File: src/rtl/core/qrv_pkg.sv
// ---------------------------------------------------------------------------
// qrv_pkg
// Types and constants shared by the quaternion vector rotation core.
// ---------------------------------------------------------------------------
package qrv_pkg;

  localparam int VEC_WIDTH      = 16;
  localparam int QUAT_WIDTH     = 16;
  localparam int QUAT_FRAC_BITS = 15;
  localparam int SHIFT          = 2 * QUAT_FRAC_BITS;

  localparam int PROD1_W = VEC_WIDTH + QUAT_WIDTH;
  localparam int P_W     = PROD1_W + 2;
  localparam int PROD2_W = P_W + QUAT_WIDTH;
  localparam int R_W     = PROD2_W + 2;
  localparam int T_W     = R_W - SHIFT;

  localparam int CFG_INDEX_W = 2;
  localparam int CFG_DATA_W  = QUAT_WIDTH;

  localparam logic [CFG_INDEX_W-1:0] REG_ROT_X = 2'd0;
  localparam logic [CFG_INDEX_W-1:0] REG_ROT_Y = 2'd1;
  localparam logic [CFG_INDEX_W-1:0] REG_ROT_Z = 2'd2;
  localparam logic [CFG_INDEX_W-1:0] REG_ROT_W = 2'd3;

  localparam logic signed [QUAT_WIDTH-1:0] ROT_W_RESET = {1'b0, {(QUAT_WIDTH-1){1'b1}}};

  localparam logic signed [R_W-1:0] ROUND_HALF =
    {{(R_W-SHIFT){1'b0}}, 1'b1, {(SHIFT-1){1'b0}}};

  localparam logic signed [VEC_WIDTH-1:0] VEC_MAX = {1'b0, {(VEC_WIDTH-1){1'b1}}};
  localparam logic signed [VEC_WIDTH-1:0] VEC_MIN = {1'b1, {(VEC_WIDTH-1){1'b0}}};

  typedef struct packed {
    logic signed [VEC_WIDTH-1:0] vec_x;
    logic signed [VEC_WIDTH-1:0] vec_y;
    logic signed [VEC_WIDTH-1:0] vec_z;
  } vec_word_t;

  typedef struct packed {
    logic signed [VEC_WIDTH-1:0] out_x;
    logic signed [VEC_WIDTH-1:0] out_y;
    logic signed [VEC_WIDTH-1:0] out_z;
    logic                        clipped;
  } res_word_t;

  typedef struct packed {
    logic signed [QUAT_WIDTH-1:0] x;
    logic signed [QUAT_WIDTH-1:0] y;
    logic signed [QUAT_WIDTH-1:0] z;
    logic signed [QUAT_WIDTH-1:0] w;
  } quat_t;

  typedef struct packed {
    logic signed [P_W-1:0] x;
    logic signed [P_W-1:0] y;
    logic signed [P_W-1:0] z;
    logic signed [P_W-1:0] w;
  } pquat_t;

  typedef struct packed {
    logic signed [R_W-1:0] x;
    logic signed [R_W-1:0] y;
    logic signed [R_W-1:0] z;
  } rvec_t;

endpackage

File: src/rtl/core/qrv_round_sat.sv
// ---------------------------------------------------------------------------
// qrv_round_sat
// Output stage: drop fraction bits, saturate, flag clipping.
// ---------------------------------------------------------------------------
module qrv_round_sat import qrv_pkg::*; (
  input  logic      clk,
  input  logic      rst,
  input  logic      in_valid,
  output logic      in_stall,
  input  rvec_t     r,
  output logic      out_valid,
  input  logic      out_stall,
  output res_word_t res
);

  logic      s5_valid;
  logic      ready5;
  res_word_t res_reg;
  res_word_t res_next;

  logic signed [T_W-1:0] tx, ty, tz;
  logic ok_x, ok_y, ok_z;

  assign ready5   = !s5_valid || !out_stall;
  assign in_stall = !ready5;

  assign tx = r.x[R_W-1:SHIFT];
  assign ty = r.y[R_W-1:SHIFT];
  assign tz = r.z[R_W-1:SHIFT];

  assign ok_x = (&tx[T_W-1:VEC_WIDTH-1]) || !(|tx[T_W-1:VEC_WIDTH-1]);
  assign ok_y = (&ty[T_W-1:VEC_WIDTH-1]) || !(|ty[T_W-1:VEC_WIDTH-1]);
  assign ok_z = (&tz[T_W-1:VEC_WIDTH-1]) || !(|tz[T_W-1:VEC_WIDTH-1]);

  always_comb begin
    res_next.out_x   = ok_x ? tx[VEC_WIDTH-1:0] : (tx[T_W-1] ? VEC_MIN : VEC_MAX);
    res_next.out_y   = ok_y ? ty[VEC_WIDTH-1:0] : (ty[T_W-1] ? VEC_MIN : VEC_MAX);
    res_next.out_z   = ok_z ? tz[VEC_WIDTH-1:0] : (tz[T_W-1] ? VEC_MIN : VEC_MAX);
    res_next.clipped = !(ok_x && ok_y && ok_z);
  end

  always_ff @(posedge clk) begin
    if (rst) begin
      s5_valid <= 1'b0;
    end else if (ready5) begin
      s5_valid <= in_valid;
    end
  end

  always_ff @(posedge clk) begin
    if (ready5 && in_valid) res_reg <= res_next;
  end

  assign out_valid = s5_valid;
  assign res       = res_reg;

endmodule

File: config.mk
export PLATFORM = sky130hd
export DESIGN_NAME = qrv_round_sat
export DESIGN_NICKNAME = d
export VERILOG_FILES = /design/src/rtl/core/qrv_pkg.sv /design/src/rtl/core/qrv_round_sat.sv
export SDC_FILE = /design/constraint.sdc
export NUM_CORES = 1
export LEC_CHECK = 0
export BUFFER_PORTS_ARGS = -buffer_cell sky130_fd_sc_hd__buf_2
export CAP_MARGIN = 20
export CORE_AREA = 2 2 82 84
export DETAILED_ROUTE_END_ITERATION = 6
export DIE_AREA = 0 0 84 86
export PLACE_DENSITY = 0.85
export REMOVE_ABC_BUFFERS = 1
export SLEW_MARGIN = 20
export SYNTH_ARGS = -nofsm -noshare
export SYNTH_HDL_FRONTEND = slang
export SYNTH_SLANG_ARGS = --single-unit
export TNS_END_PERCENT = 20
File: constraint.sdc
create_clock -name clk -period 7.26 [get_ports clk]
set_input_delay 0.363 -clock clk [delete_from_list [all_inputs] [get_ports clk]]
set_output_delay 0.363 -clock clk [all_outputs]
set_load 0.01 [all_outputs]
Yosys cells after proc, flatten, opt, wreduce, memory -nomap -nowiden
Cells that the tools add are included.
Word-level totals
  output and inout bits: 51
  register bits: 50
  input bits: 160
Operators by class
  mux-type cells: 6
  reductions and logical operators: 20
Operators by type and width (number)
  two-way mux 16 bit: 6
  AND reduction 7 bit: 3
  OR reduction 7 bit: 3
  logical NOT 1 bit: 7
  logical OR 1 bit: 4
  logical AND 1 bit: 3

Depth between registers and ports, before layout
  depth in word-level cells: 6
  mapped depth: 5
  gate-level depth less buffers: 4

Least setup slack after synthesis
Ideal clock, no wire load.
  kind: in2reg
  start: in out_stall
  end: reg res_reg (netlist bit res[0]) (enable)
  path slack: 4030 ps
  buffers on the path: 0
  setup time: 461 ps
  stages on the path: 2
  arrival time: 2768 ps
  data required time: 6799 ps
  cells stage by stage: and2_1 > nor2b_1
Between the ends
  longest elaborated chain between the ends: 3
Ends and longest elaborated chain
  start, declared: RTL line qrv_round_sat.sv:12  | input logic out_stall,
  logical NOT 1 bit: RTL line qrv_round_sat.sv:24  | assign ready5 = !s5_valid || !out_stall;
  logical OR 1 bit: RTL line qrv_round_sat.sv:24
  logical AND 1 bit: RTL line qrv_round_sat.sv:51  | if (ready5 && in_valid) res_reg <= res_next;
  end signal, assigned: RTL line qrv_round_sat.sv:51
  end, declared: RTL line qrv_round_sat.sv:18  | res_word_t res_reg;
Every way passes these cells.
A chain may end at the register's enable or synchronous reset.

Worst setup path after layout
  start: reg s5_valid, in the netlist out_valid
  end: reg res_reg (netlist bit res[19]) (enable)
Between the ends
  longest elaborated chain between the ends: 3
Ends and longest elaborated chain
  start, declared: RTL line qrv_round_sat.sv:16  | logic s5_valid;
  start signal, assigned: RTL line qrv_round_sat.sv:46  | s5_valid <= in_valid;
  logical NOT 1 bit: RTL line qrv_round_sat.sv:24
  logical OR 1 bit: RTL line qrv_round_sat.sv:24
  logical AND 1 bit: RTL line qrv_round_sat.sv:51
Every way passes these cells.

==> results.ini <==
[status]
status = completed

[floorplan]
start_util = 0.335
die_y_um = 86
die_x_um = 84
placementRows = 29
design.core.area_mm2 = 0.00628
die-area_mm2 = 0.00722
pin_count = 211

[finish]
multiInputGateArea_um2 = 542
final_cell_mix = buf_2 (120), edfxtp_1 (49), a21o_1 (40)
largest_reg_flops = 49
synthToLayoutAreaGrowth_pct = 35.1
postLayoutCellArea_mm2 = 0.00284
nets = 409
seq_area_mm2 = 0.00149
fillers = 580
mostFrequentLayoutCell = buf_2
diodes = 0
layout-drive-gt1-share = 0.568

[clock_network]
cts_tree = done
cts.path.max_buffers = 2
insertion_delay_ps = 290
postCtsHoldBufs = 0
cts_buffers = 5
clockRootBuffer = clkbuf_8
cts.repair.resized = 0
clock_sinks = 50
htree_num_levels = 2
clk_pin_slew_worst_paths_ps = 80
cts_setup_buffers = 0

[pwr]
p_int_mw = 0.476
total_power_mw = 0.606
powerDensity_mw_per_mm2 = 213
seqPwrFrac = 0.563
max-vdd-ir-drop_mv = 0.0983
pwr-share-clk = 0.313
switching_share = 0.215
p_comb_frac = 0.123
leakagePower_nw = 1.40
netSwitchingPower_mw = 0.130

[sta]
fmax_mhz = 643
setup_viol = 0
fin_tns_setup_ps = 0
relSlewSlack = 0.533
layout_min_cycle_time_ps = 1560
drv_slew = 0
rsz0062_at_grt = false
fin_ws_ps = 5700
worst_pin_slew_ps = 701
hold_violations = 0
whs_ps = 225
finClkSkew_ps = 3.79
timing.final.crit_share = 0.214

[setup_path]
start_kind = flip-flop
crit_start = out_valid
reg2reg_from = out_valid
crit_slowest_cell = buf_4
r2r-end = res[19]
cp_max_fo = 47
critPathArrivalTime_ps = 1490
crit_family = buffers and inverters
r2r_cells = 3
cp.required_ps = 7190
reg2reg_slack_ps = 5700
cp_cell_sequence = and2_1 > nor2b_4 > buf_4
cp_slowest_stage_delay_ps = 510
path_class = reg2reg
worst-path-buf-inv = 1
cp-end-kind = flip-flop

[global_route]
track_usage = 0.127
grt_max_degree = 48
grt_pass1_vias = 1528
grt_pass1_wl_um = 7210
overflow = 0
antenna_found_initial = 1

[routing]
drt-wirelength-per-cell_um = 14.4
route.vias.total = 1522
drc = 0
routed_via_density = 4.65
first_pass_iters = 4
routed_wl_um = 4720
postRouteAntennaNets = 0
drtIter0Drc = 41

[placed_design]
placed_area_mm2 = 0.00274
port_buffers = 120
pre_cts_ws_ps = 5520
gp_congestion = 0.702
hpwlAfterDp_um = 3400

[hold_path]
whs_path_depth = 2
min_path_type = in2reg
min_to = out_valid
hp-start = rst

[logic_synthesis]
ys_seq_area_frac = 0.708
ys_warn_count = 0
syn_inst = 130
synthDistinctLibCells = 17
synth_seq_cells = 50
synth_area_mm2 = 0.00211
syn_area_per_cell_um2 = 16.2

[job]
cap_violations = 0

synth_stat cells:
master | n | area share
o21ai_2 | 3 | 0.012
nor2_1 | 2 | 0.0036
and2_1 | 1 | 0.0030
a21o_1 | 40 | 0.14
nand2_1 | 3 | 0.0053
clkbuf_1 | 2 | 0.0036
buf_2 | 1 | 0.0024
nand4_1 | 3 | 0.0089
edfxtp_1 | 49 | 0.70
nor2b_1 | 1 | 0.0030
nor2b_4 | 3 | 0.020
nor4_2 | 3 | 0.018
a21o_2 | 5 | 0.021
nor3_1 | 3 | 0.0071
buf_6 | 6 | 0.032
nand3_1 | 4 | 0.0095
dfxtp_1 | 1 | 0.0095
stage by stage:
stage | instances | utilization
floorplan | 121 | -
finish | 327 | 0.453
CTS | 327 | 0.453
global route | 327 | 0.453
global placement | 319 | 0.436
detailed placement | 319 | 0.436
power groups by stage:
stage	clock network (mW)	registers (mW)	logic (mW)
6_report	0.190	0.341	0.0747
5_1_grt	0.205	0.343	0.0817
4_1_cts	0.197	0.341	0.0757
3_5_place_dp	0	0.348	0.0756
3_3_place_gp	0	0.347	0.0735
2_1_floorplan	0	0.359	0.0219
layer usage:
metal	track usage	share of wire	vias up	wire, um
met4	0.0381	0.014	2	65
li1	-	-	737	-
met3	0.0626	0.13	9	590
met2	0.193	0.44	98	2060
met5	0	0.0025	-	12
met1	0.160	0.42	676	1990
area by class of cell:
cell class                      count  area share
Multi-Input combinational cell     71       0.190
Clock buffer                        7      0.0268
Tap cell                           77      0.0339
Sequential cell                    50       0.524
Clock inverter                      1      0.0106
Timing Repair Buffer              121       0.214
worst max-delay path by stage:
stage | cells after the start | endpoint | slack, ps
finish | 3 | res[19] | 5700
global route | 3 | res[3] | 5630
CTS | 3 | res[23] | 5690
detailed placement | 4 | res[16] | 5520
global placement | 4 | res[16] | 5570
floorplan | 2 | res[0] | 4030
kinds of logic after synthesis:
family	synth area share
buffers and inverters	0.0380
flip-flops	0.708
AND/OR/NAND/NOR	0.0778
AO/OA/AOI/OAI	0.176
No activity file was read; power rests on OpenSTA's default activity.
